## src/rtl/core/ivt_pkg.sv

```systemverilog
// shared types, constants and helpers of the instance vertex transform
`timescale 1ns / 1ps
`default_nettype none

package ivt_pkg;

  // fraction bits of sine and cosine
  localparam int TRIG_BITS = 16;
  // signed width of a sine or cosine value
  localparam int TW = TRIG_BITS + 2;
  // signed width of a coordinate between the rotations
  localparam int CW = 35;
  // cordic iterations and datapath widths
  localparam int CORDIC_ITERS = 30;
  localparam int CXW = 34;
  localparam int CZW = 33;
  localparam logic signed [CXW-1:0] CORDIC_GAIN = CXW'(652032874);

  // register indexes of the configuration port
  localparam logic [2:0] REG_SCALE    = 3'd0;
  localparam logic [2:0] REG_ANGLE_X  = 3'd1;
  localparam logic [2:0] REG_ANGLE_Y  = 3'd2;
  localparam logic [2:0] REG_ANGLE_Z  = 3'd3;
  localparam logic [2:0] REG_OFFSET_X = 3'd4;
  localparam logic [2:0] REG_OFFSET_Y = 3'd5;
  localparam logic [2:0] REG_OFFSET_Z = 3'd6;

  typedef struct packed {
    logic signed [TW-1:0] cos_v;
    logic signed [TW-1:0] sin_v;
  } trig_t;

  // data that rides along a rotation untouched
  typedef struct packed {
    logic signed [CW-1:0] w;
    logic signed [31:0]   u;
    logic signed [31:0]   v;
    logic                 last;
  } side_t;

  // arctangent table, 2^32 per full turn
  function automatic logic [31:0] atan_entry(input logic [4:0] i);
    logic [31:0] r;
    case (i)
      5'd0:  r = 32'd536870912;
      5'd1:  r = 32'd316933406;
      5'd2:  r = 32'd167458907;
      5'd3:  r = 32'd85004756;
      5'd4:  r = 32'd42667331;
      5'd5:  r = 32'd21354465;
      5'd6:  r = 32'd10679838;
      5'd7:  r = 32'd5340245;
      5'd8:  r = 32'd2670163;
      5'd9:  r = 32'd1335087;
      5'd10: r = 32'd667544;
      5'd11: r = 32'd333772;
      5'd12: r = 32'd166886;
      5'd13: r = 32'd83443;
      5'd14: r = 32'd41721;
      5'd15: r = 32'd20860;
      5'd16: r = 32'd10430;
      5'd17: r = 32'd5215;
      5'd18: r = 32'd2607;
      5'd19: r = 32'd1303;
      5'd20: r = 32'd651;
      5'd21: r = 32'd325;
      5'd22: r = 32'd162;
      5'd23: r = 32'd81;
      5'd24: r = 32'd40;
      5'd25: r = 32'd20;
      5'd26: r = 32'd10;
      5'd27: r = 32'd5;
      5'd28: r = 32'd2;
      5'd29: r = 32'd1;
      default: r = 32'd0;
    endcase
    return r;
  endfunction

  // clamp a wide signed value into signed 32 bits
  function automatic logic signed [31:0] sat32(input logic signed [47:0] val);
    logic signed [31:0] r;
    if (!val[47] && (|val[46:31])) begin
      r = 32'sh7FFFFFFF;
    end else if (val[47] && !(&val[46:31])) begin
      r = 32'sh80000000;
    end else begin
      r = val[31:0];
    end
    return r;
  endfunction

endpackage

`default_nettype wire

```

## src/rtl/core/ivt_output.sv

```systemverilog
// translation, saturation and the output register
`timescale 1ns / 1ps
`default_nettype none

module ivt_output import ivt_pkg::*; (
  input  wire logic               clk,
  input  wire logic               rst,
  input  wire logic               up_valid,
  output logic                    up_ready,
  input  wire logic signed [CW-1:0] x,
  input  wire logic signed [CW-1:0] y,
  input  wire logic signed [CW-1:0] z,
  input  wire logic signed [31:0] u,
  input  wire logic signed [31:0] v,
  input  wire logic               last,
  input  wire logic signed [31:0] offset_x,
  input  wire logic signed [31:0] offset_y,
  input  wire logic signed [31:0] offset_z,
  output logic                    out_valid,
  input  wire logic               out_ready,
  output logic signed [31:0]      out_x,
  output logic signed [31:0]      out_y,
  output logic signed [31:0]      out_z,
  output logic signed [31:0]      out_u,
  output logic signed [31:0]      out_v,
  output logic                    last_out
);

  logic rdy;
  logic signed [47:0] tx;
  logic signed [47:0] ty;
  logic signed [47:0] tz;

  assign rdy = !out_valid || out_ready;
  assign up_ready = rdy;
  assign tx = 48'(x) + 48'(offset_x);
  assign ty = 48'(y) + 48'(offset_y);
  assign tz = 48'(z) + 48'(offset_z);

  always_ff @(posedge clk) begin
    if (rst) begin
      out_valid <= 1'b0;
    end else if (rdy) begin
      out_valid <= up_valid;
    end
  end

  // output beat
  always_ff @(posedge clk) begin
    if (rdy && up_valid) begin
      out_x <= sat32(tx);
      out_y <= sat32(ty);
      out_z <= sat32(tz);
      out_u <= u;
      out_v <= v;
      last_out <= last;
    end
  end

endmodule

`default_nettype wire

```

## config.mk

```make
export PLATFORM = sky130hd
export DESIGN_NAME = ivt_output
export DESIGN_NICKNAME = d
export VERILOG_FILES = /design/src/rtl/core/ivt_pkg.sv /design/src/rtl/core/ivt_output.sv
export SDC_FILE = /design/constraint.sdc
export NUM_CORES = 1
export LEC_CHECK = 0
export ABC_AREA = 1
export ABC_CLOCK_PERIOD_IN_PS = 9100
export BUFFER_PORTS_ARGS = -buffer_cell sky130_fd_sc_hd__buf_2
export CAP_MARGIN = 40
export CELL_PAD_IN_SITES_DETAIL_PLACEMENT = 1
export CELL_PAD_IN_SITES_GLOBAL_PLACEMENT = 1
export CORE_ASPECT_RATIO = 0.7
export CORE_MARGIN = 4
export CORE_UTILIZATION = 34
export CTS_BUF_LIST = sky130_fd_sc_hd__clkbuf_2 sky130_fd_sc_hd__clkbuf_4 sky130_fd_sc_hd__clkbuf_8
export CTS_CLUSTER_DIAMETER = 150
export DETAILED_ROUTE_END_ITERATION = 8
export HOLD_SLACK_MARGIN = 0.05
export PLACE_DENSITY = 0.87
export SETUP_SLACK_MARGIN = 0.5
export SYNTH_ARGS = -nofsm -noshare
export SYNTH_HDL_FRONTEND = slang
export SYNTH_SLANG_ARGS = --single-unit
```

## constraint.sdc

```tcl
create_clock -name clk -period 9.1 [get_ports clk]
set_input_delay 0.455 -clock clk [delete_from_list [all_inputs] [get_ports clk]]
set_output_delay 0.455 -clock clk [all_outputs]
set_load 0.01 [all_outputs]
```

# Word level (Yosys, flattened, before mapping)
# Index checks and enable logic that the tools add are counted.
dict set report word_totals {
  reg_bits 162
  input_bits 270
  wordCells 34
}
dict set report op_classes {
  addsub 3
  n_mux 3
  n_reduce_logical 21
}
# cell n
set op_table {}
lappend op_table {{35-bit by 32-bit adder with 36-bit output} 3}
lappend op_table {{32-bit 2-to-1 mux} 3}
lappend op_table {{16-bit AND reduction} 3}
lappend op_table {{16-bit OR reduction} 3}
lappend op_table {{1-bit logical AND} 7}
lappend op_table {{1-bit zero test} 7}
lappend op_table {{1-bit logical OR} 1}

# Logic depth before layout (Yosys ltp)
# Gate-level depths: netlist of the first run.
dict set report logic_depth {
  depth_word 5
  mapped_depth 18
  mapped_depth_nobuf 17
}

# Worst setup path after synthesis of the first run
# Ideal clock, no wire load.
dict set report synth_path {
  path_kind {input to register}
  start {input up_valid}
  end {register last_out (enable)}
  setup_ps 735
  arrival_ps 8236
  required_ps 8365
  slack_ps 129
  path_stages 2
  n_path_buf 0
  cell_sequence {inv_1 a21oi_1}
}
dict set report synth_via {
  elab_chain_cells 1
}
# element line_no
set synth_rtl {}
lappend synth_rtl {{start, declared} ivt_output.sv:8} ;# input wire logic up_valid,
lappend synth_rtl {{1-bit logical AND} ivt_output.sv:50} ;# if (rdy && up_valid) begin
lappend synth_rtl {{end signal, assigned} ivt_output.sv:56} ;# last_out <= last;
lappend synth_rtl {{end, declared} ivt_output.sv:26} ;# output logic last_out
# Every way passes these cells.
# A chain may end at the register's enable or synchronous reset.

# Worst setup path in the final report of the first run
dict set report layout_path {
  start {input y[0]}
  end {register out_y[6] (data pin)}
}
dict set report layout_via {
  elab_chain_cells 5
}
# element line_no
set layout_rtl {}
lappend layout_rtl {{start, declared} ivt_output.sv:11} ;# input wire logic signed [CW-1:0] y,
lappend layout_rtl {{35-bit by 32-bit adder with 36-bit output (*)} ivt_output.sv:37} ;# assign ty = 48'(y) + 48'(offset_y);
lappend layout_rtl {{16-bit AND reduction} ivt_pkg.sv:85} ;# end else if (val[47] && !(&val[46:31])) begin
lappend layout_rtl {{1-bit zero test} ivt_pkg.sv:85}
lappend layout_rtl {{1-bit logical AND} ivt_pkg.sv:85}
lappend layout_rtl {{32-bit 2-to-1 mux} ivt_pkg.sv:85}
lappend layout_rtl {{end signal, assigned} ivt_output.sv:52} ;# out_y <= sat32(ty);
lappend layout_rtl {{end, declared} ivt_output.sv:22} ;# output logic signed [31:0] out_y,
# Mark *: on every way between the ends. The rest lies on a longest branch, timed or not.

==> flow_metrics.py, run 1 <==
metrics = {
    "outcome": {
        "status": "complete, no violations",
    },
    "global_routing": {
        "grt_pass1_wl_mm": 73.26,
        "track_usage": 0.2285,
        "overflow": 0,
        "grt_pass1_vias": 13320,
        "antenna_found_initial": 7,
        "grt_max_degree": 65,
    },
    "worst_setup_path": {
        "crit_buf_inv": 1,
        "crit_path_end_kind": "flip-flop",
        "cp.required_ps": 9310,
        "worstPathCellList": "buf_2 -> ha_1 -> fa_1 -> nand2_1 -> nand2_1 -> nand3_1 -> nand2_1 -> nand2_1 -> nand2_1 -> nand2_1 -> nand3_1 -> nand2_1 -> and2_1 -> nand2_1 -> nand2_2 -> nand2_1",
        "slowest_delay_ps": 480,
        "cp.arrival_ps": 2970,
        "startpoint_type": "input port",
        "path_class": "input port to flip-flop",
        "cpMostUsedCell": "nand2_1",
        "r2r_slack_ps": 7050,
        "crit_family": "simple AND/OR/NAND/NOR gates",
        "crit_path_max_fanout": 31,
        "crit_slowest_cell": "nand2_2",
    },
    "yosys": {
        "syn-num-nets": 2079,
        "syn_inst": 1701,
        "yosysTopAreaCell": "edfxtp_1",
        "ys_seq_area_frac": 0.3800,
        "synth_top_area_share": 0.3785,
        "synth_warnings": 0,
        "ys_seq_elements": 162,
        "ys.flop_type": "edfxtp_1",
        "synth_area_um2": 12770,
        "avgSynthCellArea_um2": 7.510,
        "yosysUniqueCellTypes": 33,
        "synthTopCellsByArea": "edfxtp_1, nand2_1, ha_1, inv_1, a21oi_1",
        "async_flop_share": 0,
        "synth-edff-count": 161,
    },
    "sta": {
        "finalCritPeriodShare": 0.3037,
        "fin_skew_ps": 11.57,
        "finalSetupTns_ps": 0,
        "max_freq_mhz": 361.9,
        "finalSetupViolCount": 0,
        "drv_slew": 0,
        "rsz0062_at_grt": "no",
        "slew_headroom": 0.4060,
        "tightest_slew_ps": 891.0,
        "hold_viol": 0,
        "period_needed_ps": 2763,
    },
    "min_path": {
        "min-delay-path-class": "input port to flip-flop",
    },
    "pwr": {
        "power_leakage_nw": 8.184,
        "swShare": 0.3908,
        "power.internal_mw": 1.487,
        "powerDensity_nw_per_um2": 154.3,
        "power_frac_seq": 0.395,
        "switchingPower_mw": 0.9540,
        "combPwrFrac": 0.374,
        "peakVddDrop_mv": 0.07769,
        "clkPwrFrac": 0.231,
    },
    "placed_design": {
        "routabilityCongestion": 0.9561,
        "hpwl_mm": 40.66,
        "dp_cells": 2607,
        "io_buffers": 432,
    },
    "clock_tree": {
        "clockBufferDepth": 2,
        "cts_tree": "built",
        "cts_repair_resize_count": 0,
        "post_cts_buffers": 0,
        "cts_sinks": 162,
        "hold_buffers": 0,
        "cts-root-buf": "clkbuf_8",
        "clk_pin_slew_ps": 100,
        "htree_num_levels": 4,
        "clkLatencyLatePin_ps": 490,
        "cts_buffers": 17,
    },
    "final_layout": {
        "nNetsFinal": 2516,
        "syn2layout_area_growth_pct": 23.86,
        "n_fill_cell": 4844,
        "stdcell_count": 2645,
        "utilization": 0.4261,
        "drive_above_1_share": 0.2362,
    },
    "floorplanning": {
        "core-area_um2": 37130,
        "start_util": 0.3440,
        "die_w_um": 239.7,
        "fp.dieArea_um2": 40790,
        "rows": 59,
        "die_y_um": 170.2,
        "boundaryPins": 433,
    },
    "routing": {
        "vias": 13190,
        "drtIter0Drc": 806,
        "vias_per_cell": 4.987,
        "postRouteAntennaNets": 0,
        "drc_errors": 0,
        "wl_mm": 48.30,
        "wl_per_cell_um": 18.26,
        "first_pass_iters": 5,
    },
    "run": {
        "maxCapViolCount": 0,
    },
}
==> path summary, 6_finish.rpt <==
check,cells past startpoint,to,start
max,16,out_y[6]$_SDFFCE_PP1P_,y[0]
min,2,out_valid$_SDFFE_PP0N_,rst
max reg2reg,4,out_v[19]$_DFFE_PP_,out_valid$_SDFFE_PP0N_
min reg2reg,2,out_valid$_SDFFE_PP0N_,out_valid$_SDFFE_PP0N_
==> kinds of logic (layout without fill, tap and decap cells) <==
kind of cell / after synthesis / in the layout / synth area share
fa+ha+maj: 108 / 108 / 0.1075
compound gates: 177 / 177 / 0.08129
other cells: 0 / 6 / 0
simple gates: 935 / 935 / 0.2947
flops: 162 / 162 / 0.3800
xor+xnor: 82 / 82 / 0.05622
buf+inv: 237 / 687 / 0.08022
==> routing by layer <==
metal	vias to the layer above	wire [µm]	GRT usage
met5	-	0	0
met4	0	1248	0.06658
met3	71	3081	0.03855
met2	431	22560	0.3781
met1	6350	21410	0.3096
li1	6338	-	-
==> cells in the mapped netlist, drive strengths merged, types with 12 or more instances <==
cell type  instances
inv              219
nand3             47
a31oi             13
xnor2             26
ha               105
and2              13
o21ai             12
nor3              18
buf               18
nand2            713
nor2             127
a21oi            111
o21bai            33
edfxtp           161
xor2              56
==> layout make-up <==
class,count,area (µm²),share of cell area
diodes,6,15.01,0.0009489
inverters,219,822.0,0.05195
well taps,488,610.6,0.03859
clock buffers,18,241.5,0.01526
clock inverters,14,147.6,0.009331
flip-flops and latches,162,4855,0.3068
multi-input cells,1302,6907,0.4365
repair buffers,436,2225,0.1406
==> power groups by stage <==
stage | logic, mW | clock network [mW] | registers (mW)
global placement | 0.868 | 0 | 0.979
detailed placement | 0.906 | 0 | 0.981
global route | 1.01 | 0.612 | 0.972
finish | 0.914 | 0.563 | 0.964
floorplan | 0.546 | 0 | 1.03
CTS | 0.912 | 0.588 | 0.965
==> per-stage QoR <==
| stage | hold WS (ps) | setup slack, ps | total power [mW] | area [µm²] |
|---|---|---|---|---|
| final | 126.8 | 6337 | 2.441 | 15820 |
| after global routing | 82.04 | 6075 | 2.599 | 15820 |
| after global placement | 509.5 | 6006 | 1.847 | 15370 |
| after CTS | 66.09 | 6404 | 2.465 | 15810 |
| after detailed placement | 560.1 | 5841 | 1.887 | 15420 |
| after floorplan | 524.1 | 3450 | 1.572 | 12780 |
==> placed cells by master (no fill, tap or decap), drive strengths merged, types with 13 or more instances in the layout <==
cell type    n
a31oi       13
edfxtp     161
and2        13
xor2        56
nor3        18
nand2      713
xnor2       26
nor2       127
a21oi      111
nand3       47
ha         105
o21bai      33
inv        226
clkbuf      18
buf        436
==> registers in the layout, indices dropped and copies added (netlist names) <==
signal	count
out_x	32
out_u	32
out_valid	1
out_z	32
last_out	1
out_v	32
out_y	32
No activity file was read; power rests on OpenSTA's default activity.
==> run 2: changes to the inputs <==
--- a/config.mk
+++ b/config.mk
@@ -6,19 +6,19 @@
 export NUM_CORES = 1
 export LEC_CHECK = 0
 export ABC_AREA = 1
-export ABC_CLOCK_PERIOD_IN_PS = 9100
+export ABC_CLOCK_PERIOD_IN_PS = 2700
 export BUFFER_PORTS_ARGS = -buffer_cell sky130_fd_sc_hd__buf_2
 export CAP_MARGIN = 40
 export CELL_PAD_IN_SITES_DETAIL_PLACEMENT = 1
 export CELL_PAD_IN_SITES_GLOBAL_PLACEMENT = 1
 export CORE_ASPECT_RATIO = 0.7
 export CORE_MARGIN = 4
-export CORE_UTILIZATION = 34
+export CORE_UTILIZATION = 37
 export CTS_BUF_LIST = sky130_fd_sc_hd__clkbuf_2 sky130_fd_sc_hd__clkbuf_4 sky130_fd_sc_hd__clkbuf_8
 export CTS_CLUSTER_DIAMETER = 150
 export DETAILED_ROUTE_END_ITERATION = 8
 export HOLD_SLACK_MARGIN = 0.05
-export PLACE_DENSITY = 0.87
+export PLACE_DENSITY = 0.9
 export SETUP_SLACK_MARGIN = 0.5
 export SYNTH_ARGS = -nofsm -noshare
 export SYNTH_HDL_FRONTEND = slang
==> constraint.sdc (replaced) <==
create_clock -name clk -period 2.7 [get_ports clk]
set_input_delay 0.135 -clock clk [delete_from_list [all_inputs] [get_ports clk]]
set_output_delay 0.135 -clock clk [all_outputs]
set_load 0.01 [all_outputs]
==> run 2 against run 1 <==
Sequential power rose to 3.4 times the previous value. Cell count rose by 2.4%. Count of clock-buffer cells in the layout fell by 1. Critical path depth fell by 1. Die area fell by 7.8%. Register-to-register slack got worse by 6000 ps. Clock skew barely moved. Sequential cell count did not move. Worst setup slack got worse by 5800 ps. First-iteration DRC count rose by 20%. Non-clock buffer count rose by 82. Critical path type unchanged.
==> flow_metrics.py, run 2 (synthesis results as in run 1) <==
metrics = {
    "outcome": {
        "status": "complete, no violations",
    },
    "final_layout": {
        "final_cell_mix": "nand2_1, buf_2, inv_1",
        "syn2layout_area_growth_pct": 31.87,
        "utilization": 0.4988,
        "multi_input_comb_area_um2": 7052,
        "drive_above_1_share": 0.2469,
        "layout_commonest_cell": "nand2_1",
        "n_fill_cell": 4422,
        "stdcell_count": 2709,
        "seq_area_um2": 4856,
        "nNetsFinal": 2601,
    },
    "min_path": {
        "min-delay-path-class": "input port to flip-flop",
        "hp-start": "offset_z[0]",
        "hold-path-endpoint": "out_z[0]$_SDFFCE_PP1P_",
        "hold_depth": 4,
    },
    "floorplanning": {
        "fp.dieArea_um2": 37610,
        "boundaryPins": 433,
        "die_w_um": 230.1,
        "start_util": 0.3783,
        "rows": 56,
        "die_y_um": 163.5,
        "core-area_um2": 33770,
    },
    "worst_setup_path": {
        "startpoint_type": "input port",
        "rr_endpoint": "out_x[6]$_SDFFCE_PP1P_",
        "slowest_delay_ps": 370,
        "crit_path_end_kind": "flip-flop",
        "r2r_slack_ps": 1090,
        "cp.required_ps": 2940,
        "crit_buf_inv": 2,
        "crit_path_max_fanout": 16,
        "r2r_start": "out_valid$_SDFFE_PP0N_",
        "path_class": "input port to flip-flop",
        "ff2ff_path_depth": 2,
        "worstPathCellList": "buf_2 -> ha_1 -> nand2_1 -> nand2_1 -> a21oi_2 -> o21ai_1 -> a21oi_1 -> nand2_1 -> nand2_1 -> nand2_1 -> nor2_1 -> nand2_1 -> nand2_4 -> buf_12 -> nand2_1",
        "crit_family": "simple AND/OR/NAND/NOR gates",
        "cpMostUsedCell": "nand2_1",
        "cp.arrival_ps": 2370,
        "crit_slowest_cell": "ha_1",
    },
    "placed_design": {
        "io_buffers": 432,
        "routabilityCongestion": 0.9726,
        "hpwl_mm": 41.40,
        "dp_cells": 2590,
    },
    "clock_tree": {
        "cts_buffers": 17,
        "cts_sinks": 162,
        "clkLatencyLatePin_ps": 490,
        "cts_tree": "built",
        "clockBufferDepth": 2,
        "htree_num_levels": 4,
        "cts-root-buf": "clkbuf_8",
        "clk_pin_slew_ps": 120,
    },
    "routing": {
        "first_pass_iters": 7,
        "vias_per_cell": 5.120,
        "vias": 13870,
        "wl_mm": 54.24,
        "postRouteAntennaNets": 0,
        "drtIter0Drc": 968,
        "wl_per_cell_um": 20.02,
        "drc_errors": 0,
    },
    "pwr": {
        "power_leakage_nw": 8.602,
        "powerDensity_nw_per_um2": 511.7,
        "peakVddDrop_mv": 0.2569,
        "switchingPower_mw": 3.490,
        "power_frac_seq": 0.380,
        "power.total_mw": 8.620,
        "swShare": 0.4048,
        "clkPwrFrac": 0.218,
        "power.internal_mw": 5.130,
        "combPwrFrac": 0.402,
    },
    "sta": {
        "hold_viol": 0,
        "rsz0062_at_grt": "no",
        "slew_headroom": 0.6671,
        "fin_skew_ps": 11.61,
        "finalSetupViolCount": 0,
        "finalCritPeriodShare": 0.7891,
        "max_freq_mhz": 469.4,
        "period_needed_ps": 2131,
        "drv_slew": 0,
        "tightest_slew_ps": 498.2,
    },
    "global_routing": {
        "antenna_found_initial": 7,
        "grt_pass1_wl_mm": 80.09,
        "grt_max_degree": 73,
        "grt_pass1_vias": 14610,
        "overflow": 0,
        "track_usage": 0.2719,
    },
    "run": {
        "maxCapViolCount": 0,
    },
}
[run 2: power groups by stage]
| stage | logic (mW) | clock network, mW | registers, mW |
|---|---|---|---|
| 3_5_place_dp | 3.12 | 0 | 3.32 |
| 4_1_cts | 3.23 | 1.91 | 3.26 |
| 2_1_floorplan | 1.84 | 0 | 3.45 |
| 3_3_place_gp | 2.99 | 0 | 3.31 |
| 5_1_grt | 3.78 | 2.04 | 3.29 |
| 6_report | 3.46 | 1.88 | 3.28 |
[run 2: per-stage QoR]
step	cell area, µm²	hold slack, ps	setup TNS, ps	setup WS (ps)
after global placement	15470	287.0	0	122.2
after floorplan	12790	196.7	-118040	-733.2
after detailed placement	15470	298.7	-82.86	-38.23
after CTS	16570	92.38	0	546.7
final	16850	136.2	0	569.4
after global routing	16840	118.5	0	451.8
[run 2: area by class of cell]
class | instances | area share
diodes | 9 | 0.001337
clock buffers | 17 | 0.01389
clock inverters | 15 | 0.01018
inverters | 219 | 0.04880
multi-input cells | 1305 | 0.4186
flip-flops and latches | 162 | 0.2882
well taps | 464 | 0.03446
repair buffers | 518 | 0.1845
[run 2: repair_timing]
action                     in CTS  in global routing
setup buffers                   0                  3
hold endpoints to repair       68                  0
setup endpoints to repair       2                 93
hold buffers                   69                  0
resized for setup               1                 38
pin swaps                       0                  7
gates cloned                    0                  6
[run 2: layer usage]
layer | wire, µm | global-route usage | vias up
met1 | 23000 | 0.3493 | 6650
met3 | 3303 | 0.04515 | 136
met4 | 2214 | 0.1170 | 0
li1 | - | - | 6513
met5 | 0 | 0 | -
met2 | 25720 | 0.4560 | 570
[run 2: worst min-delay path, stage by stage]
cell and delay [ps]:
buf_2 80, ha_1 170, nand2_1 70, nand2_1 50
[run 2: how the worst max path moves through the flow]
stage	from	endpoint	cells past startpoint	slack (ps)
floorplan	out_valid$_SDFFE_PP0N_	last_out$_DFFE_PP_	1	-730
detailed placement	offset_x[0]	out_x[27]$_SDFFCE_PP1P_	19	-40
global placement	offset_x[0]	out_x[12]$_SDFFCE_PP1P_	19	120
global route	y[0]	out_y[6]$_SDFFCE_PP1P_	19	450
CTS	offset_x[0]	out_x[27]$_SDFFCE_PP1P_	19	550
finish	y[19]	out_y[24]$_SDFFCE_PP1P_	15	570
