File: config.mk
export PLATFORM = sky130hd
export DESIGN_NAME = ivt_trig
export DESIGN_NICKNAME = d
export VERILOG_FILES = /design/src/rtl/core/ivt_pkg.sv /design/src/rtl/core/ivt_trig.sv
export SDC_FILE = /design/constraint.sdc
export NUM_CORES = 1
export LEC_CHECK = 0
export ABC_AREA = 1
export BUFFER_PORTS_ARGS = -buffer_cell sky130_fd_sc_hd__clkbuf_2
export CORE_MARGIN = 3
export CORE_UTILIZATION = 35
export DETAILED_ROUTE_END_ITERATION = 16
export PLACE_DENSITY = 0.54
export SLEW_MARGIN = 25
export SYNTH_ARGS = -nofsm -noshare
export SYNTH_HDL_FRONTEND = slang
export SYNTH_SLANG_ARGS = --single-unit
File: constraint.sdc
create_clock -name clk -period 12.89 [get_ports clk]
set_input_delay 1.289 -clock clk [delete_from_list [all_inputs] [get_ports clk]]
set_output_delay 1.289 -clock clk [all_outputs]
set_load 0.05 [all_outputs]
File: src/rtl/core/ivt_pkg.sv
// shared types, constants and helpers of the instance vertex transform
`timescale 1ns / 1ps
`default_nettype none

package ivt_pkg;

  // fraction bits of sine and cosine
  localparam int TRIG_BITS = 16;
  // signed width of a sine or cosine value
  localparam int TW = TRIG_BITS + 2;
  // signed width of a coordinate between the rotations
  localparam int CW = 35;
  // cordic iterations and datapath widths
  localparam int CORDIC_ITERS = 30;
  localparam int CXW = 34;
  localparam int CZW = 33;
  localparam logic signed [CXW-1:0] CORDIC_GAIN = CXW'(652032874);

  // register indexes of the configuration port
  localparam logic [2:0] REG_SCALE    = 3'd0;
  localparam logic [2:0] REG_ANGLE_X  = 3'd1;
  localparam logic [2:0] REG_ANGLE_Y  = 3'd2;
  localparam logic [2:0] REG_ANGLE_Z  = 3'd3;
  localparam logic [2:0] REG_OFFSET_X = 3'd4;
  localparam logic [2:0] REG_OFFSET_Y = 3'd5;
  localparam logic [2:0] REG_OFFSET_Z = 3'd6;

  typedef struct packed {
    logic signed [TW-1:0] cos_v;
    logic signed [TW-1:0] sin_v;
  } trig_t;

  // data that rides along a rotation untouched
  typedef struct packed {
    logic signed [CW-1:0] w;
    logic signed [31:0]   u;
    logic signed [31:0]   v;
    logic                 last;
  } side_t;

  // arctangent table, 2^32 per full turn
  function automatic logic [31:0] atan_entry(input logic [4:0] i);
    logic [31:0] r;
    case (i)
      5'd0:  r = 32'd536870912;
      5'd1:  r = 32'd316933406;
      5'd2:  r = 32'd167458907;
      5'd3:  r = 32'd85004756;
      5'd4:  r = 32'd42667331;
      5'd5:  r = 32'd21354465;
      5'd6:  r = 32'd10679838;
      5'd7:  r = 32'd5340245;
      5'd8:  r = 32'd2670163;
      5'd9:  r = 32'd1335087;
      5'd10: r = 32'd667544;
      5'd11: r = 32'd333772;
      5'd12: r = 32'd166886;
      5'd13: r = 32'd83443;
      5'd14: r = 32'd41721;
      5'd15: r = 32'd20860;
      5'd16: r = 32'd10430;
      5'd17: r = 32'd5215;
      5'd18: r = 32'd2607;
      5'd19: r = 32'd1303;
      5'd20: r = 32'd651;
      5'd21: r = 32'd325;
      5'd22: r = 32'd162;
      5'd23: r = 32'd81;
      5'd24: r = 32'd40;
      5'd25: r = 32'd20;
      5'd26: r = 32'd10;
      5'd27: r = 32'd5;
      5'd28: r = 32'd2;
      5'd29: r = 32'd1;
      default: r = 32'd0;
    endcase
    return r;
  endfunction

  // clamp a wide signed value into signed 32 bits
  function automatic logic signed [31:0] sat32(input logic signed [47:0] val);
    logic signed [31:0] r;
    if (!val[47] && (|val[46:31])) begin
      r = 32'sh7FFFFFFF;
    end else if (val[47] && !(&val[46:31])) begin
      r = 32'sh80000000;
    end else begin
      r = val[31:0];
    end
    return r;
  endfunction

endpackage

`default_nettype wire

File: src/rtl/core/ivt_trig.sv
// iterative cordic that derives cosine and sine of the three angles
`timescale 1ns / 1ps
`default_nettype none

module ivt_trig import ivt_pkg::*; (
  input  wire logic        clk,
  input  wire logic        rst,
  input  wire logic [15:0] angle_x,
  input  wire logic [15:0] angle_y,
  input  wire logic [15:0] angle_z,
  input  wire logic        angle_write,
  output logic             trig_ok,
  output trig_t            trig_x,
  output trig_t            trig_y,
  output trig_t            trig_z
);

  typedef enum logic [1:0] {
    ST_IDLE = 2'b01,
    ST_RUN  = 2'b10
  } state_t;

  localparam logic [4:0] LAST_ITER = 5'(CORDIC_ITERS - 1);
  localparam logic signed [CXW-1:0] HALF_C = CXW'(1) <<< (29 - TRIG_BITS);

  state_t state;
  logic dirty;
  logic [1:0] axis;
  logic [4:0] iter;
  logic flip;
  logic signed [CXW-1:0] x;
  logic signed [CXW-1:0] y;
  logic signed [CZW-1:0] z;

  logic [1:0] ld_axis;
  logic [15:0] ld_ang;
  logic [31:0] ld_a;
  logic ld_flip;
  logic signed [CZW-1:0] ld_z;
  logic signed [CXW-1:0] x_next;
  logic signed [CXW-1:0] y_next;
  logic signed [CZW-1:0] z_next;
  logic signed [CZW-1:0] at;
  logic signed [CXW-1:0] cr;
  logic signed [CXW-1:0] sr;
  trig_t res;

  // starting vector for the next axis, left half plane turned by half a turn
  always_comb begin
    ld_axis = (state == ST_IDLE) ? 2'd0 : axis + 2'd1;
    case (ld_axis)
      2'd0:    ld_ang = angle_x;
      2'd1:    ld_ang = angle_y;
      default: ld_ang = angle_z;
    endcase
    ld_a = {ld_ang, 16'b0};
    ld_flip = ld_a[31] ^ ld_a[30];
    ld_a[31] = ld_a[31] ^ ld_flip;
    ld_z = CZW'($signed(ld_a));
  end

  // one micro-rotation
  always_comb begin
    at = $signed({1'b0, atan_entry(iter)});
    if (!z[CZW-1]) begin
      x_next = x - (y >>> iter);
      y_next = y + (x >>> iter);
      z_next = z - at;
    end else begin
      x_next = x + (y >>> iter);
      y_next = y - (x >>> iter);
      z_next = z + at;
    end
    cr = (x_next + HALF_C) >>> (30 - TRIG_BITS);
    sr = (y_next + HALF_C) >>> (30 - TRIG_BITS);
    res.cos_v = flip ? -cr[TW-1:0] : cr[TW-1:0];
    res.sin_v = flip ? -sr[TW-1:0] : sr[TW-1:0];
  end

  // sequencer over the three axes
  always_ff @(posedge clk) begin
    if (rst) begin
      state <= ST_IDLE;
      dirty <= 1'b1;
      axis  <= 2'd0;
      iter  <= 5'd0;
    end else begin
      case (state)
        ST_IDLE: begin
          if (dirty) begin
            state <= ST_RUN;
            axis  <= 2'd0;
            iter  <= 5'd0;
            x     <= CORDIC_GAIN;
            y     <= '0;
            z     <= ld_z;
            flip  <= ld_flip;
          end
        end
        ST_RUN: begin
          if (iter == LAST_ITER) begin
            case (axis)
              2'd0:    trig_x <= res;
              2'd1:    trig_y <= res;
              default: trig_z <= res;
            endcase
            iter <= 5'd0;
            if (axis == 2'd2) begin
              state <= ST_IDLE;
            end else begin
              axis <= axis + 2'd1;
              x    <= CORDIC_GAIN;
              y    <= '0;
              z    <= ld_z;
              flip <= ld_flip;
            end
          end else begin
            x <= x_next;
            y <= y_next;
            z <= z_next;
            iter <= iter + 5'd1;
          end
        end
        default: state <= ST_IDLE;
      endcase
      // a new angle asks for another pass
      if (angle_write) begin
        dirty <= 1'b1;
      end else if (state == ST_IDLE && dirty) begin
        dirty <= 1'b0;
      end
    end
  end

  assign trig_ok = (state == ST_IDLE) && !dirty;

endmodule

`default_nettype wire

# ---- Word-level counts from Yosys, hierarchy flattened
# Memory sizes are Yosys's and may differ from the RTL's. A register that Yosys moved wholly into a read port is not among the register bits.
# Index checks and enable logic that the tools add are counted.
dict set report word_totals {
  ff_bits 220
  latchBits 0
  ramBits 0
  romBits 960
  input_bits 51
  out_inout_bits 109
  word_cells 96
  mem_count 1
}
# name words width rd rd_ports_with_merged_regs write_ports line_no
set mem_list {}
lappend mem_list {{(no name shown)} 32 30 1 1 0 ivt_pkg.sv:44} ;# case (i)
dict set report op_classes {
  n_addsub 12
  mul 0
  n_div 0
  n_lt_le_gt_ge 0
  eq_ne 11
  shift 2
  n_mux 36
  n_bitwise 4
  n_reduce_logical 16
}
# cell n
set ops {}
lappend ops {{34-bit two-way mux} 8}
lappend ops {{34-bit case mux with 2 select lines} 2}
lappend ops {{33-bit two-way mux} 4}
lappend ops {{34-bit adder} 2}
lappend ops {{34-bit by 5-bit >>> shifter with 34-bit output} 2}
lappend ops {{34-bit subtractor} 2}
lappend ops {{33-bit case mux with 2 select lines} 1}
lappend ops {{32-bit by 15-bit adder with 32-bit output (second input constant)} 2}
lappend ops {{18-bit two-way mux} 2}
lappend ops {{18-bit negator} 2}
lappend ops {{33-bit adder} 1}
lappend ops {{33-bit subtractor} 1}
lappend ops {{16-bit case mux with 2 select lines} 1}
lappend ops {{5-bit two-way mux} 4}
lappend ops {{4-bit AND reduction} 5}
lappend ops {{2-bit two-way mux} 7}
lappend ops {{5-bit case mux with 2 select lines} 1}
lappend ops {{2-bit inequality test (second input constant)} 4}
lappend ops {{2-bit case mux with 2 select lines} 2}
lappend ops {{2-bit by 1-bit equality test with 1-bit output (second input constant)} 3}
lappend ops {{5-bit by 1-bit adder with 5-bit output (second input constant)} 1}
lappend ops {{5-bit equality test (second input constant)} 1}
lappend ops {{5-bit AND reduction} 1}
lappend ops {{2-bit equality test (second input constant)} 2}
lappend ops {{13 further kinds} 20}

# ---- Longest topological paths before layout
# Gate-level depths: netlist (run 1).
dict set report logic_depth {
  ltp_word 9
  mapped_depth 46
  ltp_nobuf 45
}

# ---- Least setup slack after synthesis (run 1)
# Ideal clock, no wire load.
dict set report synth_timing {
  path_type {register to register}
  startpoint {reg iter[1]}
  endpoint {reg x[0], enable pin}
  setup_time_ns 0.687
  arrival_ns 8.505
  required_ns 12.203
  path_slack_ns 3.699
  stages_incl_launch_ff 11
  n_path_buf 3
  synth_period_minus_slack_ns 9.191
  path_cell_list {dfxtp_1 inv_2 buf_2 buf_2 ha_1 nand2_1 inv_1 nor2_2 clkbuf_1 nor2_1 nor3_1}
}
dict set report synth_via {
  elab_chain_cells 3
}
# element line_no
set synth_rtl {}
lappend synth_rtl {{from (decl)} ivt_trig.sv:29} ;# logic [4:0] iter;
lappend synth_rtl {{from (signal assigned)} ivt_trig.sv:121} ;# iter <= iter + 5'd1;
lappend synth_rtl {{5-bit equality test} ivt_trig.sv:101} ;# if (iter == LAST_ITER) begin
lappend synth_rtl {{3-bit inequality test (no line)} -}
lappend synth_rtl {{4-bit AND reduction (no line)} -}
lappend synth_rtl {{to (signal assigned)} ivt_trig.sv:118} ;# x <= x_next;
lappend synth_rtl {{to (decl)} ivt_trig.sv:31} ;# logic signed [CXW-1:0] x;
# Every way passes these cells.
# A chain may end at the register's enable or synchronous reset.

==> impl_metrics.csv, run 1 <==
group,metric,value,unit
yosys,netlist.top_cell.by_area,"edfxtp_1",
worst_setup_path,critical_path.max_fanout,76,
sta,max-slew-margin-rel,0.381,
die,start_util,0.355,
yosys,async_reset_ff_frac,0,
yosys,synth_mux_area_frac,0.00472,
yosys,area_share_of_the_leading_cell_type_in_the_synthesized_netlist,0.258,
yosys,ys_dominant_reg_cell,"edfxtp_1",
status,run_status,"finished clean",
cts,cts_resized,0,
layout,layout.area.seq,0.00711,sq mm
yosys,yosysWarningCount,0,
die,num_io_pins,160,
worst_setup_path,worst_setup_path_start_kind,"flip-flop",
yosys,post_synth_and_or_nand_nor_area_fraction,0.374,
yosys,cell_count_after_synthesis,3749,
layout,multiInputGateArea,0.0150,sq mm
cts,insertion_delay,0.62,ns
cts,clock_tree.htree_level_count,1,
cts,cts.path.max_buffers,3,
sta,tightest_slew,0.929,ns
worst_setup_path,timing.critical_path.mode_cell,"nand2_1",
grt,grt_antenna_before_repair,0,
sta,layout_min_cycle_time,7.02,ns
worst_setup_path,cpMaxStageDelayCell,"inv_2",
worst_setup_path,critical_path_required,13.25,ns
cts,cts_hold_repair.buffers,0,
worst_setup_path,critPathArrivalTime,7.38,ns
cts,cts_num_sinks,250,
place,dp_hpwl,61200,microns
routing,avgRoutedWirePerCell,16.2,microns
sta,number_of_hold_slack_violations_in_the_final_timing_report,0,
layout,antenna_cells_inserted,0,
yosys,synth_compound_area_frac,0.126,
layout,fill_cells,7425,
grt,grt_util_all_layers,0.207,
yosys,synth_seq_cells,250,
cts,clock_edge_transition_at_the_registers_on_the_reported_setup_and_hold_paths,0.06,ns
grt,grt_first_pass_wirelength,123000,microns
cts,postCtsSetupRepairBufs,0,
sta,setup_repair_after_global_routing_missed_its_margin,"false",
routing,dr.pass1.iters,6,
yosys,yosys.cell_count.top_type,"nand2_1",
yosys,netlist-cell-type-count,70,
die,die_area,0.0729,sq mm
grt,global_route.overflow_total,0,
die,core,0.0688,sq mm
yosys,synth-edff-count,210,
die,row_count,96,
routing,drt_wl_total,77700,microns
hold_path,hold_class,"reg2reg",
layout,layout-drive-gt1-share,0.116,
worst_setup_path,worstSetupPathType,"reg2reg",
routing,average_via_count_per_standard_cell,5.00,
die,die_h,270,microns
yosys,synth.top_cells.by_count,"nand2_1, inv_1, nor2_1",
sta,max_freq,143,MHz
worst_setup_path,worstPathBufferInverterCount,9,
grt,grt_pass1_vias,22600,
cts,number_of_buffers_created_by_cts,31,
sta,timing.clock.skew,0.0297,ns
yosys,netlist_area,0.0244,sq mm
sta,setup_viol,0,
yosys,synth_area_leaders,"edfxtp_1, nand2_1, inv_1, ha_1, nand3_1",
routing,drc,0,
worst_setup_path,critical_path.max_stage_delay,0.56,ns
yosys,yosysSeqAreaShare,0.291,
place,port_buffers,159,
flow_run,max_capacitance_violation_count,0,
die,width_of_the_die,270,microns
yosys,synth_top_family_by_area,"simple AND/OR/NAND/NOR gates",
routing,route.antenna.remaining_nets,0,
layout,design.final.nets,4028,
routing,vias,24000,
worst_setup_path,cell_family_contributing_the_most_delay_on_the_critical_path,"simple AND/OR/NAND/NOR gates",
sta,drv_slew,0,
grt,maximum_number_of_pins_on_one_net_before_global_route_repair,78,
layout,flow.area_growth_from_synthesis,11.1,%
yosys,synth_xor_xnor_area_share,0.0444,
yosys,yosys.area_share.adder,0.0635,
yosys,syn-num-nets,3922,
sta,min_period_over_period,0.544,
cts,clock_tree.root_cell,"clkbuf_16",
sta,finalSetupTns,0,ns
cts,cts_tree,"done",
worst_setup_path,end_kind,"flip-flop",
yosys,synth.avg_cell_area,6.51,sq um
routing,drt-initial-drc-count,1779,
place,place.gp.congestion,0.926,
worst reg2reg max path, delay by kind of cell (launching register included):
| family | cells | cell delay, ns |
|---|---|---|
| buffers and inverters | 9 | 1.61 |
| DFF | 1 | 0.31 |
| adders and majority gates | 4 | 0.92 |
| xor gates and xnor gates | 2 | 0.31 |
| AOI/OAI and AO/OA | 5 | 0.89 |
| and+or+nand+nor | 22 | 2.76 |
through the flow:
| step | utilization | hold WS, ns | instance area, sq um | setup slack [ns] | instances |
|---|---|---|---|---|---|
| finish | 0.394 | 0.496 | 27100 | 5.87 | 4810 |
| global route | 0.394 | 0.520 | 27100 | 5.10 | 4810 |
| CTS | 0.394 | 0.497 | 27100 | 5.88 | 4810 |
| detailed placement | 0.378 | 0.487 | 26000 | 5.88 | 4753 |
| global placement | 0.378 | 0.483 | 26000 | 5.89 | 4753 |
| floorplan | - | 0.462 | 24400 | 3.70 | 3749 |
flip-flops by register name (all words and copies together) (netlist names), 2 cells and up:
name and cells:
at 30, axis 2, iter 5, state 2, trig_x 36, trig_y 36
trig_z 36, x 34, y 34, z 33
per-layer routing:
| layer | vias up | global-route usage | wire length (microns) | part of all wire |
|---|---|---|---|---|
| li1 | 12400 | - | - | - |
| met2 | 548 | 0.336 | 34600 | 0.45 |
| met5 | - | 0 | 0 | 0 |
| met4 | 0 | 0.0518 | 1760 | 0.023 |
| met3 | 98 | 0.0166 | 3560 | 0.046 |
| met1 | 11000 | 0.297 | 37800 | 0.49 |
cell usage in the layout (no fill, tap or decap), types with 38 or more instances in the layout:
| cell type | count |
|---|---|
| a21oi_1 | 181 |
| clkbuf_2 | 159 |
| edfxtp_1 | 210 |
| ha_1 | 119 |
| inv_1 | 441 |
| inv_2 | 38 |
| nand2_1 | 1261 |
| nand2_2 | 51 |
| nand3_1 | 274 |
| nand4_1 | 52 |
| nor2_1 | 289 |
| nor2_2 | 41 |
| o21ai_0 | 178 |
| o21ai_1 | 70 |
| xnor2_1 | 43 |
| xor2_1 | 79 |
cell type report:
cell class / count / share of cell area
Inverter: 486 / 0.0675
Sequential cell: 250 / 0.262
Multi-Input combinational cell: 2905 / 0.552
Clock inverter: 20 / 0.00725
Timing Repair Buffer: 181 / 0.0354
Clock buffer: 37 / 0.0321
Tap cell: 931 / 0.0430
worst paths after layout:
path | from | to | slack (ns) | cells past startpoint
worst max register to register | iter[0] | trig_x[30] | 5.87 | 42
worst min-delay path | axis[1] | axis[1] | 0.50 | 2
worst min register to register | axis[1] | axis[1] | 0.50 | 2
worst max-delay path | iter[0] | trig_x[30] | 5.87 | 42
kinds of logic after synthesis:
logic type                 count (synthesis)
adders and majority gates                122
AOI/OAI and AO/OA                        550
muxes                                     11
xor gates and xnor gates                 123
DFF                                      250
buffers and inverters                    594
and+or+nand+nor                         2099
Power of run 1 is left out: the tool's default activity adds up to more than one toggle a clock period on the data nets, which glitch-free logic cannot reach.
==> run 2: changes to the inputs <==
--- a/config.mk
+++ b/config.mk
@@ -5,12 +5,12 @@
 export SDC_FILE = /design/constraint.sdc
 export NUM_CORES = 1
 export LEC_CHECK = 0
-export ABC_AREA = 1
+export ABC_AREA = 0
 export BUFFER_PORTS_ARGS = -buffer_cell sky130_fd_sc_hd__clkbuf_2
 export CORE_MARGIN = 3
 export CORE_UTILIZATION = 35
 export DETAILED_ROUTE_END_ITERATION = 16
-export PLACE_DENSITY = 0.54
+export PLACE_DENSITY = 0.56
 export SLEW_MARGIN = 25
 export SYNTH_ARGS = -nofsm -noshare
 export SYNTH_HDL_FRONTEND = slang
==> constraint.sdc (replaced) <==
create_clock -name clk -period 6.41 [get_ports clk]
set_input_delay 0.641 -clock clk [delete_from_list [all_inputs] [get_ports clk]]
set_output_delay 0.641 -clock clk [all_outputs]
set_load 0.05 [all_outputs]
==> impl_metrics.csv, run 2 <==
group,metric,value,unit
cts,cts_tree,"done",
place,port_buffers,159,
routing,dr.pass1.iters,5,
sta,tightest_slew,1.04,ns
layout,layout-drive-gt1-share,0.399,
sta,setup_repair_after_global_routing_missed_its_margin,"true",
layout,flow.area_growth_from_synthesis,40.0,%
yosys,area_share_of_the_leading_cell_type_in_the_synthesized_netlist,0.281,
yosys,synth_seq_cells,250,
die,die_h,259,microns
layout,layoutNonFillerInstCount,3964,
yosys,netlist-cell-type-count,93,
yosys,netlist.top_cell.by_area,"edfxtp_1",
cts,insertion_delay,0.56,ns
grt,grt_util_met3,0.0352,
worst_setup_path,cell_family_contributing_the_most_delay_on_the_critical_path,"compound AO/OA/AOI/OAI gates",
layout,layout.area.seq,0.00711,sq mm
pwr,fin_total_pwr,17.4,mW
sta,finalHoldWorstSlack,0.277,ns
worst_setup_path,worstSetupPathType,"reg2reg",
pwr,power.ir.vdd_worst,269,uV
grt,grt_pass1_vias,21500,
sta,timing.clock.skew,0.0339,ns
cts,number_of_buffers_created_by_cts,34,
worst_setup_path,cpMaxStageDelayCell,"mux4_2",
grt,grt.met2_usage,0.357,
worst_setup_path,critical_path_required,6.70,ns
yosys,yosysSeqAreaShare,0.317,
grt,grt_first_pass_wirelength,116000,microns
worst_setup_path,worst_setup_path_start_kind,"flip-flop",
status,run_status,"finished, violations left",
sta,setup_viol,58,
grt,global_route.overflow_total,0,
sta,layout_min_cycle_time,6.84,ns
cts,cts_hold_repair.buffers,0,
layout,mostFrequentLayoutCells,"buf_4, nor2_1, edfxtp_1, a21oi_1, nand2_1",
layout,final_design_area_no_fill,0.0314,sq mm
place,placed_area,0.0284,sq mm
die,die_area,0.0671,sq mm
place,post-place-cells,3840,
die,core,0.0632,sq mm
die,width_of_the_die,259,microns
worst_setup_path,end_kind,"flip-flop",
grt,met1_usage,0.288,
sta,max-slew-margin-rel,0.309,
layout,layout.cells.most_common,"buf_4",
routing,route.antenna.remaining_nets,0,
grt,grt_util_all_layers,0.214,
cts,clock_edge_transition_at_the_registers_on_the_reported_setup_and_hold_paths,0.06,ns
sta,drv_slew,0,
yosys,synth_area_leaders,"edfxtp_1, mux4_2, ha_1, xnor2_1, a21oi_1",
pwr,power_density,553,mW/mm^2
sta,number_of_hold_slack_violations_in_the_final_timing_report,0,
sta,max_freq,146,MHz
routing,avgRoutedWirePerCell,18.9,microns
place,place.gp.congestion,0.927,
worst_setup_path,critical_path.max_fanout,7,
routing,vias,21900,
cts,cts_num_sinks,250,
yosys,synth-edff-count,210,
worst_setup_path,critPathArrivalTime,7.13,ns
yosys,netlist_area,0.0224,sq mm
cts,clock_tree.root_cell,"clkbuf_16",
worst_setup_path,timing.critical_path.mode_cell,"buf_6",
routing,drt_wl_total,74900,microns
yosys,cell_count_after_synthesis,2385,
yosys,ys_dominant_reg_cell,"edfxtp_1",
yosys,syn-num-nets,2558,
grt,grt_antenna_before_repair,1,
yosys,synth.avg_cell_area,9.40,sq um
worst_setup_path,critical_path.max_stage_delay,0.59,ns
place,dp_hpwl,56600,microns
layout,antenna_cells_inserted,0,
flow_run,max_capacitance_violation_count,0,
routing,drt-initial-drc-count,1641,
die,row_count,92,
layout,multiInputGateArea,0.0160,sq mm
status,failing_checks,"negative setup slack",
yosys,yosysWarningCount,0,
yosys,async_reset_ff_frac,0,
routing,average_via_count_per_standard_cell,5.52,
sta,min_period_over_period,1.07,
grt,maximum_number_of_pins_on_one_net_before_global_route_repair,82,
routing,drc,0,
layout,biggestRegsByFlops,"trig_x (36), trig_y (36), trig_z (36)",
place,preCtsSetupSlack,-0.797,ns
layout,fill_cells,5833,
cts,cts.path.max_buffers,3,
worst_setup_path,worstPathBufferInverterCount,6,
pwr,total_leakage_power,13.1,nW
layout,design.final.nets,3266,
grt,grt.busiest_layer,"met2",
die,start_util,0.355,
yosys,yosys.cell_count.top_type,"nor2_1",
hold_path,hold_class,"in2reg",
yosys,synth.top_cells.by_count,"nor2_1, edfxtp_1, a21oi_1",
die,num_io_pins,160,
cts,clock_tree.htree_level_count,2,
sta,final_worst_slack,-0.432,ns
[run 2: through the flow]
step	utilization	TNS [ns]
after floorplan	-	-1.55
after global placement	0.450	-21.56
after detailed placement	0.450	-33.21
after CTS	0.480	-11.17
after global routing	0.497	-34.10
final	0.497	-13.77
[run 2: power breakdown]
group          leakage [nW]  internal (mW)  switching (mW)  total (mW)
Sequential             2.23           2.41           0.167        2.58
Combinational          10.3           6.40            6.53        12.9
Clock                 0.547           1.08           0.772        1.86
[run 2: timing repair]
item,in CTS,in global routing
cloned,1,0
gates resized for setup,111,188
pin swaps,66,112
setup endpoints to repair,81,95
setup buffers,40,30
[run 2: cell type report]
class	count	share of cell area
Multi-Input combinational cell	1939	0.510
Sequential cell	250	0.227
Timing Repair Buffer	798	0.186
Tap cell	846	0.0337
Clock buffer	43	0.0308
Inverter	70	0.00837
Clock inverter	18	0.00407
[run 2: logic make-up (layout without fill, tap and decap cells)]
| family | after synthesis | count (layout) | synth area share |
|---|---|---|---|
| simple gates | 763 | 763 | 0.165 |
| compound gates | 664 | 664 | 0.190 |
| buf+inv | 196 | 929 | 0.0363 |
| flops | 250 | 250 | 0.317 |
| xor+xnor | 241 | 241 | 0.0945 |
| mux | 149 | 149 | 0.129 |
| fa+ha+maj | 122 | 122 | 0.0691 |
[run 2: path summary, 6_finish.rpt]
check        slack (ns)          to  cells past startpoint   startpoint
max               -0.43  trig_x[34]                     27      iter[0]
min                0.28       dirty                      2  angle_write
max reg2reg       -0.43  trig_x[34]                     27      iter[0]
min reg2reg        0.52       dirty                      1        dirty
[run 2: metal layers]
metal  wire length (microns)  vias to the layer above
li1                        -                    10400
met1                   32800                    10700
met2                   35700                      660
met3                    4370                      117
met4                    2000                        2
met5                      17                        -
[run 2: worst reg2reg max path, stage by stage (launching register included)]
cell and delay [ns]:
dfxtp_4 0.39, buf_12 0.14, buf_6 0.11, mux4_2 0.59, mux4_2 0.52, mux2_4 0.30
a2111oi_4 0.33, nand2_2 0.15, nor3_4 0.20, nor2b_4 0.25, a21oi_2 0.08, xor2_1 0.18
ha_1 0.36, buf_6 0.14, buf_6 0.11, nand2_2 0.09, o21ai_0 0.11, a31oi_1 0.21
o41ai_2 0.12, buf_4 0.16, xor2_2 0.19, buf_4 0.16, or4_4 0.52, a21boi_4 0.25
o211ai_1 0.21, nand3b_1 0.25, o31ai_2 0.33, xnor2_2 0.12
No activity file was read; power rests on OpenSTA's default activity.
==> run 3: changes to the inputs <==
--- a/config.mk
+++ b/config.mk
@@ -10,7 +10,7 @@
 export CORE_MARGIN = 3
 export CORE_UTILIZATION = 35
 export DETAILED_ROUTE_END_ITERATION = 16
-export PLACE_DENSITY = 0.56
+export PLACE_DENSITY = 0.55
 export SLEW_MARGIN = 25
 export SYNTH_ARGS = -nofsm -noshare
 export SYNTH_HDL_FRONTEND = slang
==> constraint.sdc (replaced) <==
create_clock -name clk -period 8.58 [get_ports clk]
set_input_delay 0.858 -clock clk [delete_from_list [all_inputs] [get_ports clk]]
set_output_delay 0.858 -clock clk [all_outputs]
set_load 0.05 [all_outputs]
==> impl_metrics.csv, run 3 (synthesis gave the netlist of run 2 again) <==
group,metric,value,unit
status,run_status,"finished clean",
cts,clock_edge_transition_at_the_registers_on_the_reported_setup_and_hold_paths,0.06,ns
layout,biggestRegsByFlops,"trig_x (36), trig_y (36), trig_z (36)",
die,start_util,0.355,
cts,number_of_buffers_created_by_cts,31,
sta,finalSetupTns,0,ns
pwr,total_leakage_power,9.59,nW
worst_setup_path,critical_path.max_fanout,30,
routing,drt-initial-drc-count,1667,
place,preCtsSetupSlack,0.377,ns
sta,layout_min_cycle_time,8.03,ns
flow_run,max_capacitance_violation_count,0,
grt,global_route.overflow_total,0,
die,core,0.0632,sq mm
sta,max-slew-margin-rel,0.384,
layout,layout-drive-gt1-share,0.157,
pwr,power.ir.vdd_worst,171,uV
sta,max_freq,125,MHz
layout,antenna_cells_inserted,0,
worst_setup_path,end_kind,"flip-flop",
cts,clock_tree.root_cell,"clkbuf_16",
die,die_area,0.0671,sq mm
layout,layout.cells.most_common,"nor2_1",
cts,insertion_delay,0.62,ns
worst_setup_path,worstSetupPathType,"reg2reg",
pwr,fin_total_pwr,9.55,mW
pwr,power_density,381,mW/mm^2
layout,design.final.nets,2650,
grt,grt_antenna_before_repair,1,
place,place.gp.congestion,0.920,
sta,setup_repair_after_global_routing_missed_its_margin,"false",
worst_setup_path,worst_setup_path_start_kind,"flip-flop",
sta,setup_viol,0,
routing,vias,19300,
routing,route.antenna.remaining_nets,0,
cts,clock_tree.htree_level_count,1,
layout,flow.area_growth_from_synthesis,11.9,%
sta,timing.clock.skew,0.0281,ns
sta,min_period_over_period,0.935,
sta,number_of_hold_slack_violations_in_the_final_timing_report,0,
layout,mostFrequentLayoutCells,"nor2_1, edfxtp_1, a21oi_1, nand2_1, clkbuf_2",
cts,cts.path.max_buffers,3,
die,row_count,92,
worst_setup_path,critical_path_required,8.91,ns
grt,grt_util_all_layers,0.187,
routing,avgRoutedWirePerCell,19.5,microns
sta,drv_slew,0,
routing,dr.pass1.iters,6,
grt,grt_first_pass_wirelength,102000,microns
routing,average_via_count_per_standard_cell,5.76,
worst_setup_path,critPathArrivalTime,8.35,ns
hold_path,hold_class,"in2reg",
place,port_buffers,159,
grt,grt_pass1_vias,18200,
die,num_io_pins,160,
die,die_h,259,microns
routing,drt_wl_total,65300,microns
sta,tightest_slew,0.920,ns
cts,cts_tree,"done",
routing,drc,0,
place,dp_hpwl,48600,microns
layout,utilization,0.397,
sta,finalHoldWorstSlack,0.429,ns
cts,cts_num_sinks,250,
sta,final_worst_slack,0.554,ns
grt,maximum_number_of_pins_on_one_net_before_global_route_repair,83,
die,width_of_the_die,259,microns
## run 3: report_power, final
| part | internal, mW | total [mW] | switching (mW) |
|---|---|---|---|
| logic | 2.50 | 6.27 | 3.77 |
| clock network | 0.760 | 1.33 | 0.572 |
| registers | 1.80 | 1.95 | 0.148 |
| total | 5.06 | 9.55 | 4.49 |
## run 3: worst paths after layout
kind / cells after the start / from / slack [ns] / to
worst max-delay path: 24 / iter[1] / 0.55 / trig_x[17]
worst min register to register: 1 / dirty / 0.50 / dirty
worst max register to register: 24 / iter[1] / 0.55 / trig_x[17]
worst min-delay path: 2 / angle_write / 0.43 / dirty
## run 3: timing repair
item / 4_1_cts / 5_1_grt
hold buffers: 0 / 0
gates resized for setup: 0 / 5
buffers inserted: 0 / 1
setup endpoints to repair: 0 / 45
## run 3: stage by stage
| stage | area, sq um | cells |
|---|---|---|
| floorplan | 22400 | 2385 |
| global placement | 23900 | 3287 |
| detailed placement | 23900 | 3287 |
| CTS | 25000 | 3344 |
| global route | 25100 | 3347 |
| finish | 25100 | 3347 |
## run 3: worst max-delay path, cell delays in order (launching register included)
cell	delay, ns
dfxtp_4	0.59
buf_4	0.33
buf_4	0.29
mux4_2	0.38
mux4_2	0.53
mux2i_1	0.27
ha_1	0.23
o21a_1	0.15
o21a_1	0.22
and3_1	0.27
a21oi_1	0.10
xor2_1	0.18
ha_1	0.38
a21oi_1	0.25
o21ai_0	0.20
a2111o_1	0.38
nor3_1	0.44
nor2_1	0.17
xnor2_1	0.25
or4_1	0.60
nor3_2	0.45
o2111a_1	0.29
o211ai_1	0.14
o41ai_1	0.46
xnor2_1	0.16
## run 3: cell type report
type	instances	area [sq um]
tap	846	1060
sequential	250	7110
fill	6256	38100
timing repair buffer	185	1060
clock buffer	41	886
inverter	70	263
multi-input combinational	1939	14500
clock inverter	16	144
## run 3: per-layer routing
metal,track usage,up-vias,part of all wire
met5,0,-,0.00020
met4,0.0553,2,0.029
met3,0.0315,107,0.062
met2,0.310,618,0.47
met1,0.251,9363,0.44
li1,-,9198,-
